==> src/design/trng_rb_pkg.sv <==
package trng_rb_pkg;

  // request kinds
  localparam logic [1:0] KIND_READ  = 2'd0;
  localparam logic [1:0] KIND_WRITE = 2'd1;
  localparam logic [1:0] KIND_TICK  = 2'd2;

  // register offsets
  localparam logic [7:0] OFF_CR    = 8'h00;
  localparam logic [7:0] OFF_MR    = 8'h04;
  localparam logic [7:0] OFF_PKBCR = 8'h08;
  localparam logic [7:0] OFF_IER   = 8'h10;
  localparam logic [7:0] OFF_IDR   = 8'h14;
  localparam logic [7:0] OFF_IMR   = 8'h18;
  localparam logic [7:0] OFF_ISR   = 8'h1c;
  localparam logic [7:0] OFF_ODATA = 8'h50;
  localparam logic [7:0] OFF_WPMR  = 8'he4;
  localparam logic [7:0] OFF_WPSR  = 8'he8;

  localparam logic [23:0] KEY_ENABLE  = 24'h524e47;
  localparam logic [15:0] KEY_PRIVATE = 16'h524b;

  localparam logic [7:0] FULL_RATE_TICKS = 8'd84;
  localparam logic [7:0] HALF_RATE_TICKS = 8'd168;

  // interrupt status bits
  localparam int INT_DATRDY = 0;
  localparam int INT_SECE   = 1;
  localparam int INT_EOTPKB = 2;

  // protect mode bits
  localparam int PM_WPEN   = 0;
  localparam int PM_WPITEN = 1;
  localparam int PM_WPCREN = 2;
  localparam int PM_FIRSTE = 4;

  // protect status bits
  localparam int PS_WPVS   = 0;
  localparam int PS_SWE    = 3;
  localparam int PS_ECLASS = 31;

  // software error types
  localparam logic [3:0] ETYPE_RD_WO  = 4'd0;
  localparam logic [3:0] ETYPE_WR_RO  = 4'd1;
  localparam logic [3:0] ETYPE_UNDEF  = 4'd2;
  localparam logic [3:0] ETYPE_OUTPUT = 4'd3;

  typedef struct packed {
    logic [1:0]  kind;
    logic [7:0]  offset;
    logic [31:0] wdata;
    logic [31:0] entropy;
  } trng_rb_req_t;

  typedef struct packed {
    logic [31:0] rdata;
    logic        irq;
  } trng_rb_res_t;

  // software error capture into the protect status word
  function automatic logic [31:0] soft_err(input logic [31:0] ps, input logic [4:0] pm,
                                           input logic [7:0] off, input logic [3:0] etype,
                                           input logic err);
    logic [31:0] r;
    r = ps;
    if (!pm[PM_FIRSTE] || !r[PS_SWE]) begin
      r[PS_ECLASS] = 1'b0;
      r[27:24]     = etype;
      r[PS_SWE]    = 1'b1;
      if (!r[PS_WPVS]) r[23:8] = {8'h00, off};
      if (err) r[PS_ECLASS] = 1'b1;
    end
    return r;
  endfunction

  // write protection violation capture
  function automatic logic [31:0] protect_hit(input logic [31:0] ps, input logic [4:0] pm,
                                              input logic [7:0] off);
    logic [31:0] r;
    r = ps;
    if (!pm[PM_FIRSTE] || !r[PS_WPVS]) begin
      r[23:8]    = {8'h00, off};
      r[PS_WPVS] = 1'b1;
    end
    return r;
  endfunction

endpackage

==> src/design/trng_rb_if.sv <==
interface trng_rb_in_if;
  logic        valid;
  logic        ready;
  logic [1:0]  kind;
  logic [7:0]  offset;
  logic [31:0] wdata;
  logic [31:0] entropy;

  modport source (output valid, kind, offset, wdata, entropy, input ready);
  modport sink (input valid, kind, offset, wdata, entropy, output ready);
endinterface

interface trng_rb_out_if;
  logic        valid;
  logic        ready;
  logic [31:0] rdata;
  logic        irq;

  modport source (output valid, rdata, irq, input ready);
  modport sink (input valid, rdata, irq, output ready);
endinterface

==> src/design/trng_rb_core.sv <==
module trng_rb_core (
  input  logic                      clk,
  input  logic                      rst_n,
  input  logic                      fire,
  input  trng_rb_pkg::trng_rb_req_t req,
  output trng_rb_pkg::trng_rb_res_t res
);

  logic [7:0]  mode_r, mode_nxt;
  logic [2:0]  mask_r, mask_nxt;
  logic [2:0]  status_r, status_nxt;
  logic [31:0] ow_r, ow_nxt;
  logic [4:0]  pm_r, pm_nxt;
  logic [31:0] ps_r, ps_nxt;
  logic        en_r, en_nxt;
  logic        wv_r, wv_nxt;
  logic        hp_r, hp_nxt;
  logic [7:0]  cnt_r, cnt_nxt;
  logic        pend_r, pend_nxt;
  logic [31:0] rdata;
  logic        blk;
  logic [31:0] raw;

  always_comb begin
    mode_nxt   = mode_r;
    mask_nxt   = mask_r;
    status_nxt = status_r;
    ow_nxt     = ow_r;
    pm_nxt     = pm_r;
    ps_nxt     = ps_r;
    en_nxt     = en_r;
    wv_nxt     = wv_r;
    hp_nxt     = hp_r;
    cnt_nxt    = cnt_r;
    pend_nxt   = pend_r;
    rdata      = '0;
    blk        = 1'b0;
    raw        = req.entropy;
    if (fire) begin
      case (req.kind)
        trng_rb_pkg::KIND_READ: begin
          case (req.offset)
            trng_rb_pkg::OFF_MR:  rdata = {24'h0, mode_r};
            trng_rb_pkg::OFF_IMR: rdata = {29'h0, mask_r};
            trng_rb_pkg::OFF_ISR: begin
              rdata      = {29'h0, status_r};
              status_nxt = '0;
            end
            trng_rb_pkg::OFF_ODATA: begin
              if (!en_r || !wv_r) begin
                ps_nxt = trng_rb_pkg::soft_err(ps_r, pm_r, req.offset,
                                               trng_rb_pkg::ETYPE_OUTPUT, 1'b1);
                status_nxt[trng_rb_pkg::INT_SECE] = 1'b1;
              end else begin
                if (!status_r[trng_rb_pkg::INT_DATRDY]) wv_nxt = 1'b0;
                rdata = ow_r;
              end
            end
            trng_rb_pkg::OFF_WPMR: rdata = {27'h0, pm_r};
            trng_rb_pkg::OFF_WPSR: begin
              rdata  = ps_r;
              ps_nxt = '0;
            end
            trng_rb_pkg::OFF_CR, trng_rb_pkg::OFF_PKBCR,
            trng_rb_pkg::OFF_IER, trng_rb_pkg::OFF_IDR: begin
              if (en_r) begin
                ps_nxt = trng_rb_pkg::soft_err(ps_r, pm_r, req.offset,
                                               trng_rb_pkg::ETYPE_RD_WO, 1'b0);
                status_nxt[trng_rb_pkg::INT_SECE] = 1'b1;
              end
            end
            default: begin
              ps_nxt = trng_rb_pkg::soft_err(ps_r, pm_r, req.offset,
                                             trng_rb_pkg::ETYPE_UNDEF, 1'b0);
              status_nxt[trng_rb_pkg::INT_SECE] = 1'b1;
            end
          endcase
        end
        trng_rb_pkg::KIND_WRITE: begin
          blk = ((req.offset == trng_rb_pkg::OFF_MR) && pm_r[trng_rb_pkg::PM_WPEN])
             || (((req.offset == trng_rb_pkg::OFF_IER) || (req.offset == trng_rb_pkg::OFF_IDR))
                 && pm_r[trng_rb_pkg::PM_WPITEN])
             || (((req.offset == trng_rb_pkg::OFF_CR) || (req.offset == trng_rb_pkg::OFF_PKBCR))
                 && pm_r[trng_rb_pkg::PM_WPCREN]);
          if (blk) begin
            ps_nxt = trng_rb_pkg::protect_hit(ps_r, pm_r, req.offset);
            status_nxt[trng_rb_pkg::INT_SECE] = 1'b1;
          end else begin
            case (req.offset)
              trng_rb_pkg::OFF_CR: begin
                if (req.wdata[31:8] == trng_rb_pkg::KEY_ENABLE && en_r != req.wdata[0]) begin
                  en_nxt = req.wdata[0];
                  if (!req.wdata[0]) begin
                    pend_nxt = 1'b0;
                    status_nxt[trng_rb_pkg::INT_DATRDY] = 1'b0;
                    wv_nxt = 1'b0;
                  end
                end
              end
              trng_rb_pkg::OFF_MR: begin
                mode_nxt = req.wdata[7:0] & 8'h81;
                // a pending countdown restarts at the new rate below
                pend_nxt = 1'b0;
              end
              trng_rb_pkg::OFF_PKBCR: begin
                if (req.wdata[31:16] == trng_rb_pkg::KEY_PRIVATE)
                  status_nxt[trng_rb_pkg::INT_EOTPKB] = 1'b1;
              end
              trng_rb_pkg::OFF_IER: mask_nxt = mask_r | req.wdata[2:0];
              trng_rb_pkg::OFF_IDR: mask_nxt = mask_r & ~req.wdata[2:0];
              trng_rb_pkg::OFF_WPMR: begin
                if (req.wdata[31:8] == trng_rb_pkg::KEY_ENABLE)
                  pm_nxt = req.wdata[4:0] & 5'h17;
              end
              trng_rb_pkg::OFF_IMR, trng_rb_pkg::OFF_ISR,
              trng_rb_pkg::OFF_ODATA, trng_rb_pkg::OFF_WPSR: begin
                if (en_r) begin
                  ps_nxt = trng_rb_pkg::soft_err(ps_r, pm_r, req.offset,
                                                 trng_rb_pkg::ETYPE_WR_RO, 1'b0);
                  status_nxt[trng_rb_pkg::INT_SECE] = 1'b1;
                end
              end
              default: begin
                ps_nxt = trng_rb_pkg::soft_err(ps_r, pm_r, req.offset,
                                               trng_rb_pkg::ETYPE_UNDEF, 1'b0);
                status_nxt[trng_rb_pkg::INT_SECE] = 1'b1;
              end
            endcase
          end
        end
        trng_rb_pkg::KIND_TICK: begin
          if (pend_r) begin
            if (cnt_r > 8'd1) begin
              cnt_nxt = cnt_r - 8'd1;
            end else begin
              cnt_nxt  = '0;
              pend_nxt = 1'b0;
              if (en_r) begin
                if (mode_r[7] && hp_r && raw == ow_r) raw[0] = ~raw[0];
                ow_nxt = raw;
                wv_nxt = 1'b1;
                hp_nxt = 1'b1;
                status_nxt[trng_rb_pkg::INT_DATRDY] = 1'b1;
              end
            end
          end
        end
        default: ;
      endcase
      // enabled with no word ready always has a countdown running
      if (en_nxt && !status_nxt[trng_rb_pkg::INT_DATRDY] && !pend_nxt) begin
        pend_nxt = 1'b1;
        cnt_nxt  = mode_nxt[0] ? trng_rb_pkg::HALF_RATE_TICKS : trng_rb_pkg::FULL_RATE_TICKS;
      end
    end
  end

  assign res.rdata = rdata;
  assign res.irq   = |(status_nxt & mask_nxt);

  always_ff @(posedge clk) begin
    if (!rst_n) begin
      mode_r   <= '0;
      mask_r   <= '0;
      status_r <= '0;
      ow_r     <= '0;
      pm_r     <= '0;
      ps_r     <= '0;
      en_r     <= 1'b0;
      wv_r     <= 1'b0;
      hp_r     <= 1'b0;
      cnt_r    <= '0;
      pend_r   <= 1'b0;
    end else begin
      mode_r   <= mode_nxt;
      mask_r   <= mask_nxt;
      status_r <= status_nxt;
      ow_r     <= ow_nxt;
      pm_r     <= pm_nxt;
      ps_r     <= ps_nxt;
      en_r     <= en_nxt;
      wv_r     <= wv_nxt;
      hp_r     <= hp_nxt;
      cnt_r    <= cnt_nxt;
      pend_r   <= pend_nxt;
    end
  end

`ifndef SYNTHESIS
  a_wv_needs_en: assert property (@(posedge clk) disable iff (!rst_n) wv_r |-> en_r)
    else $error("output word valid while disabled");
  a_pend_needs_en: assert property (@(posedge clk) disable iff (!rst_n)
    pend_r |-> (en_r && !status_r[trng_rb_pkg::INT_DATRDY] && cnt_r != 8'd0))
    else $error("countdown running in a wrong state");
  a_sched_invariant: assert property (@(posedge clk) disable iff (!rst_n)
    (en_r && !status_r[trng_rb_pkg::INT_DATRDY]) |-> pend_r)
    else $error("enabled without a word or a countdown");
  a_hp_sticky: assert property (@(posedge clk) disable iff (!rst_n) hp_r |=> hp_r)
    else $error("previous-word flag dropped");
`endif

endmodule

==> src/design/trng_register_block.sv <==
// A request that is accepted is held in the request register; when it advances into
// the core, its result is written to the result register, from which it is taken.
// Throughput: one request per cycle, reads, writes and ticks alike, while results are
// taken; the request register can take a new request while the last result waits.
// Reset (rst_n low, synchronous): all core state registers, status, the countdown
// and both valid flags clear; the request and result data registers are not reset.
module trng_register_block (
  input logic          clk,
  input logic          rst_n,
  trng_rb_in_if.sink   in_chan,
  trng_rb_out_if.source out_chan
);

  logic                      s1_valid_r;
  trng_rb_pkg::trng_rb_req_t s1_req_r;
  logic                      out_valid_r;
  trng_rb_pkg::trng_rb_res_t out_res_r;
  trng_rb_pkg::trng_rb_res_t core_res;
  logic                      adv;

  assign adv           = s1_valid_r && (!out_valid_r || out_chan.ready);
  assign in_chan.ready = !s1_valid_r || adv;

  always_ff @(posedge clk) begin
    if (!rst_n) begin
      s1_valid_r <= 1'b0;
    end else if (in_chan.ready) begin
      s1_valid_r <= in_chan.valid;
    end
  end

  always_ff @(posedge clk) begin
    if (in_chan.ready && in_chan.valid) begin
      s1_req_r <= '{kind: in_chan.kind, offset: in_chan.offset,
                    wdata: in_chan.wdata, entropy: in_chan.entropy};
    end
  end

  trng_rb_core u_core (
    .clk   (clk),
    .rst_n (rst_n),
    .fire  (adv),
    .req   (s1_req_r),
    .res   (core_res)
  );

  always_ff @(posedge clk) begin
    if (!rst_n) begin
      out_valid_r <= 1'b0;
    end else if (adv) begin
      out_valid_r <= 1'b1;
    end else if (out_chan.ready) begin
      out_valid_r <= 1'b0;
    end
  end

  always_ff @(posedge clk) begin
    if (adv) out_res_r <= core_res;
  end

  assign out_chan.valid = out_valid_r;
  assign out_chan.rdata = out_res_r.rdata;
  assign out_chan.irq   = out_res_r.irq;

endmodule
==> src/flat_wrapper.sv <==
// flat-port wrapper written by rule: the top's interface ports become plain ports
module trng_register_block_flat 
  (clk, rst_n, in_chan_valid, in_chan_kind, in_chan_offset, in_chan_wdata, in_chan_entropy, in_chan_ready, out_chan_valid, out_chan_rdata, out_chan_irq, out_chan_ready);
  trng_rb_in_if in_chan_i ();
  trng_rb_out_if out_chan_i ();
  input logic clk;
  input logic rst_n;
  input wire logic [$bits(in_chan_i.valid)-1:0] in_chan_valid;
  input wire logic [$bits(in_chan_i.kind)-1:0] in_chan_kind;
  input wire logic [$bits(in_chan_i.offset)-1:0] in_chan_offset;
  input wire logic [$bits(in_chan_i.wdata)-1:0] in_chan_wdata;
  input wire logic [$bits(in_chan_i.entropy)-1:0] in_chan_entropy;
  output wire logic [$bits(in_chan_i.ready)-1:0] in_chan_ready;
  output wire logic [$bits(out_chan_i.valid)-1:0] out_chan_valid;
  output wire logic [$bits(out_chan_i.rdata)-1:0] out_chan_rdata;
  output wire logic [$bits(out_chan_i.irq)-1:0] out_chan_irq;
  input wire logic [$bits(out_chan_i.ready)-1:0] out_chan_ready;
  assign in_chan_i.valid = in_chan_valid;
  assign in_chan_i.kind = in_chan_kind;
  assign in_chan_i.offset = in_chan_offset;
  assign in_chan_i.wdata = in_chan_wdata;
  assign in_chan_i.entropy = in_chan_entropy;
  assign in_chan_ready = in_chan_i.ready;
  assign out_chan_valid = out_chan_i.valid;
  assign out_chan_rdata = out_chan_i.rdata;
  assign out_chan_irq = out_chan_i.irq;
  assign out_chan_i.ready = out_chan_ready;
  trng_register_block u_core (.clk(clk), .rst_n(rst_n), .in_chan(in_chan_i), .out_chan(out_chan_i));
endmodule
==> config.mk <==
export PLATFORM = sky130hd
export DESIGN_NAME = trng_register_block_flat
export DESIGN_NICKNAME = d
export VERILOG_FILES = /design/src/design/trng_rb_pkg.sv /design/src/design/trng_rb_if.sv /design/src/design/trng_rb_core.sv /design/src/design/trng_register_block.sv /design/src/flat_wrapper.sv
export SDC_FILE = /design/constraint.sdc
export NUM_CORES = 1
export LEC_CHECK = 0
export BUFFER_PORTS_ARGS = -buffer_cell sky130_fd_sc_hd__buf_2
export CORE_MARGIN = 2
export CORE_UTILIZATION = 30
export CTS_BUF_LIST = sky130_fd_sc_hd__clkbuf_4 sky130_fd_sc_hd__clkbuf_8
export CTS_CLUSTER_SIZE = 40
export DETAILED_ROUTE_END_ITERATION = 8
export HOLD_SLACK_MARGIN = 0.08
export PLACE_DENSITY = 0.55
export SLEW_MARGIN = 0
export SYNTH_ARGS = -nofsm -noshare
export SYNTH_HDL_FRONTEND = slang
export SYNTH_SLANG_ARGS = --single-unit
==> constraint.sdc <==
create_clock -name clk -period 3.5 [get_ports clk]
set_clock_uncertainty 0.15 [all_clocks]
set_input_delay 0.525 -clock clk [delete_from_list [all_inputs] [get_ports clk]]
set_output_delay 0.525 -clock clk [all_outputs]
set_load 0.02 [all_outputs]
==> impl_metrics.py <==
metrics = {
    "setup_path": {
        "r2r-end": "u_core.u_core.cnt_r[5]$_SDFFE_PN0P_",
        "rr_worst_depth": 8,
        "cp-end-kind": "flip-flop",
        "r2r_start": "u_core.s1_req_r[68]$_DFFE_PP_",
        "startpoint": "u_core.s1_req_r[68]$_DFFE_PP_",
        "crit_path_max_fanout": 14,
        "start_kind": "flip-flop",
        "critPathRequiredTime_ns": 3.65,
        "reg2reg_setup_slack_ns": 0.24,
        "cp.arrival_ns": 3.42,
        "critPathKind": "reg2reg",
        "cp-endpoint": "u_core.u_core.cnt_r[5]$_SDFFE_PN0P_",
    },
    "pwr": {
        "peakVddDrop_mv": 0.224,
        "power_density_mw_per_mm2": 412,
        "clockPowerShare": 0.326,
        "p_sw_frac": 0.260,
        "comb_power_share": 0.085,
        "total_power_mw": 4.13,
        "intPower_mw": 3.05,
        "leakage_nw": 3.71,
        "p_sw_mw": 1.07,
        "seq_power_share": 0.588,
    },
    "global_routing": {
        "gr-usage-all-layers": 0.149,
        "grt_pass1_wl_mm": 32.5,
        "grt_max_degree": 72,
        "grt_overflow": 0,
        "antenna_found_initial": 0,
        "grt_pass1_vias": 5925,
    },
    "cells_and_area": {
        "layout_common_cells": "buf_2, edfxtp_1, nand2_1, dfxtp_1, dlygate4sd3_1",
        "antenna_cells": 0,
        "design_area_mm2": 0.0100,
        "final_common_cell": "buf_2",
        "post-route-util": 0.385,
        "syn_to_final_growth_pct": 26.1,
        "drive_above_1_share": 0.213,
        "nets": 958,
        "num-fill-cells": 2566,
        "final_cell_count_no_fill": 1222,
    },
    "clock_network": {
        "cts.clk_slew.worst_paths_ns": 0.10,
        "clock_latency_ns": 0.47,
        "postCtsSetupBuffers": 0,
        "cts_max_level": 4,
        "cts_tree": "yes",
        "cts_num_sinks": 185,
        "numCtsBuffers": 17,
        "cts_root_buffer": "clkbuf_8",
        "max-clock-path-buffers": 2,
    },
    "logic_synthesis": {
        "synth_edf_count": 104,
        "netlist_area_mm2": 0.00794,
        "syn-num-nets": 776,
        "ys_seq_area_frac": 0.598,
        "yosysWarningCount": 0,
        "async_flop_share": 0,
        "syn_avg_cell_area_um2": 11.5,
        "syn_inst": 692,
        "synth_seq_cells": 185,
        "ys.flop_type": "edfxtp_1",
        "synth_cell_types": 75,
    },
    "hold_path": {
        "hp-class": "in2reg",
    },
    "route": {
        "vias": 6055,
        "ant_nets": 0,
        "drtIter0Drc": 464,
        "wire_per_inst_um": 16.9,
        "drcViolationCount": 0,
        "wirelength_mm": 20.7,
        "viasPerCell": 4.95,
        "dr.pass1.iters": 4,
    },
    "floorplanning": {
        "die_w_um": 167,
        "io_pins": 113,
        "die_y_um": 167,
        "initial_utilization": 0.306,
        "placementRows": 59,
        "core_mm2": 0.0260,
        "die_area_mm2": 0.0278,
    },
    "sta": {
        "slew_headroom": 0.302,
        "worstMarginPinSlew_ns": 1.05,
        "tns_ns": 0,
        "hold_viol_final": 0,
        "fin_crit_sh": 0.933,
        "timing.final.crit_period_ns": 3.26,
        "slew_viol_final": 0,
        "rsz0062_at_grt": "false",
        "finalSetupViolations": 0,
        "max_freq_mhz": 306,
    },
    "flow_run": {
        "maxCapViolations": 0,
    },
    "status": {
        "status": "complete, no violations",
    },
    "placement": {
        "portBuffers": 109,
        "dp_hpwl_mm": 14.1,
        "gp_congestion": 0.874,
        "place_area_mm2": 0.00896,
        "place_inst": 1123,
    },
}
## registers in the layout, indices dropped and copies added, names as in the netlist
name	flops
u_core.u_core.pm_r	4
u_core.out_chan.irq	1
u_core.u_core.ow_r	32
u_core.s1_req_r	71
u_core.out_chan.rdata	32
u_core.u_core.status_r	3
u_core.u_core.mask_r	3
u_core.u_core.wv_r	1
u_core.u_core.mode_r	2
u_core.u_core.pend_r	1
u_core.u_core.en_r	1
u_core.s1_valid_r	1
u_core.u_core.cnt_r	8
u_core.out_chan.valid	1
u_core.u_core.ps_r	23
u_core.u_core.hp_r	1
## power groups by stage
| stage | Combinational [mW] | Clock [mW] | Sequential (mW) |
|---|---|---|---|
| after floorplan | 0.160 | 0 | 2.47 |
| after global placement | 0.293 | 0 | 2.48 |
| after detailed placement | 0.295 | 0 | 2.48 |
| after CTS | 0.352 | 1.40 | 2.43 |
| after global routing | 0.387 | 1.49 | 2.44 |
| final | 0.353 | 1.35 | 2.43 |
## worst min path at each step
stage / cells past startpoint / end / start / slack [ns]
global placement: 2 / u_core.u_core.hp_r$_SDFFE_PN0P_ / u_core.u_core.hp_r$_SDFFE_PN0P_ / 0.30
finish: 1 / u_core.s1_req_r[73]$_DFFE_PP_ / in_chan_kind[1] / 0.11
detailed placement: 2 / u_core.u_core.cnt_r[6]$_SDFFE_PN0P_ / u_core.u_core.cnt_r[6]$_SDFFE_PN0P_ / 0.31
floorplan: 2 / u_core.u_core.cnt_r[6]$_SDFFE_PN0P_ / u_core.u_core.cnt_r[6]$_SDFFE_PN0P_ / 0.29
global route: 1 / u_core.s1_req_r[73]$_DFFE_PP_ / in_chan_kind[1] / 0.08
CTS: 1 / u_core.s1_req_r[14]$_DFFE_PP_ / in_chan_entropy[14] / 0.08
## layer usage
metal / part of all wire / GRT usage
met5: 0 / 0
met4: 0.016 / 0.0431
met3: 0.040 / 0.0278
met2: 0.46 / 0.230
met1: 0.49 / 0.212
## kinds of logic (layout without fill, tap and decap cells)
logic type	Yosys count	in the layout	share of synthesized area
simple gates	237	237	0.162
flops	185	185	0.598
compound gates	166	166	0.155
buf+inv	55	250	0.0271
xor+xnor	34	34	0.0375
mux	9	9	0.0113
fa+ha+maj	6	6	0.00946
## cells in the mapped netlist, drive strengths merged (5+ instances only)
| master | number | area, um2 |
|---|---|---|
| nand4b | 5 | 50.0 |
| buf | 9 | 42.5 |
| nand2 | 86 | 323 |
| o41ai | 5 | 70.1 |
| nand4 | 8 | 50.1 |
| nor3 | 11 | 76.3 |
| mux2i | 9 | 90.1 |
| a22o | 30 | 263 |
| inv | 15 | 56.3 |
| nand3 | 12 | 60.1 |
| xor2 | 21 | 184 |
| a21oi | 57 | 297 |
| a211oi | 6 | 45.0 |
| a31oi | 6 | 37.5 |
| o21ai | 14 | 70.1 |
| and2 | 16 | 100 |
| nor2 | 38 | 143 |
| edfxtp | 104 | 3120 |
| nor4 | 10 | 75.1 |
| and3 | 20 | 125 |
| dfxtp | 81 | 1620 |
| ha | 6 | 75.1 |
| clkbuf | 29 | 109 |
| xnor2 | 13 | 114 |
| nand2b | 7 | 51.3 |
## final cells by class
class / count / area, um2 / area share
Tap cell: 335 / 419 / 0.0419
Inverter: 17 / 63.8 / 0.00638
Clock inverter: 15 / 136 / 0.0136
Multi-Input combinational cell: 452 / 3000 / 0.299
Sequential cell: 185 / 4740 / 0.474
Clock buffer: 17 / 234 / 0.0234
Timing Repair Buffer: 201 / 1420 / 0.142
## critical path: stages, from the launching register on
cell and delay (ns):
edfxtp_1 0.64, and4bb_4 0.31, o311ai_4 0.49, and2_1 0.26, nand4_1 0.17, a21oi_2 0.30, nand3_1 0.24, a2111oi_0 0.46
a2111oi_1 0.10
## repair_timing
action                                 in CTS  in global routing
setup endpoints to repair                   0                  1
endpoints found under the hold margin      64                  3
gates resized for setup                     0                  1
hold buffers                               64                  3
## per-stage QoR
step / worst slack, ns / hold WS, ns
floorplan: 0.228 / 0.288
global placement: 0.363 / 0.303
detailed placement: 0.290 / 0.311
CTS: 0.293 / 0.0837
global route: 0.00852 / 0.0841
finish: 0.235 / 0.113
Note: power is estimated with default switching activity, not from simulation.
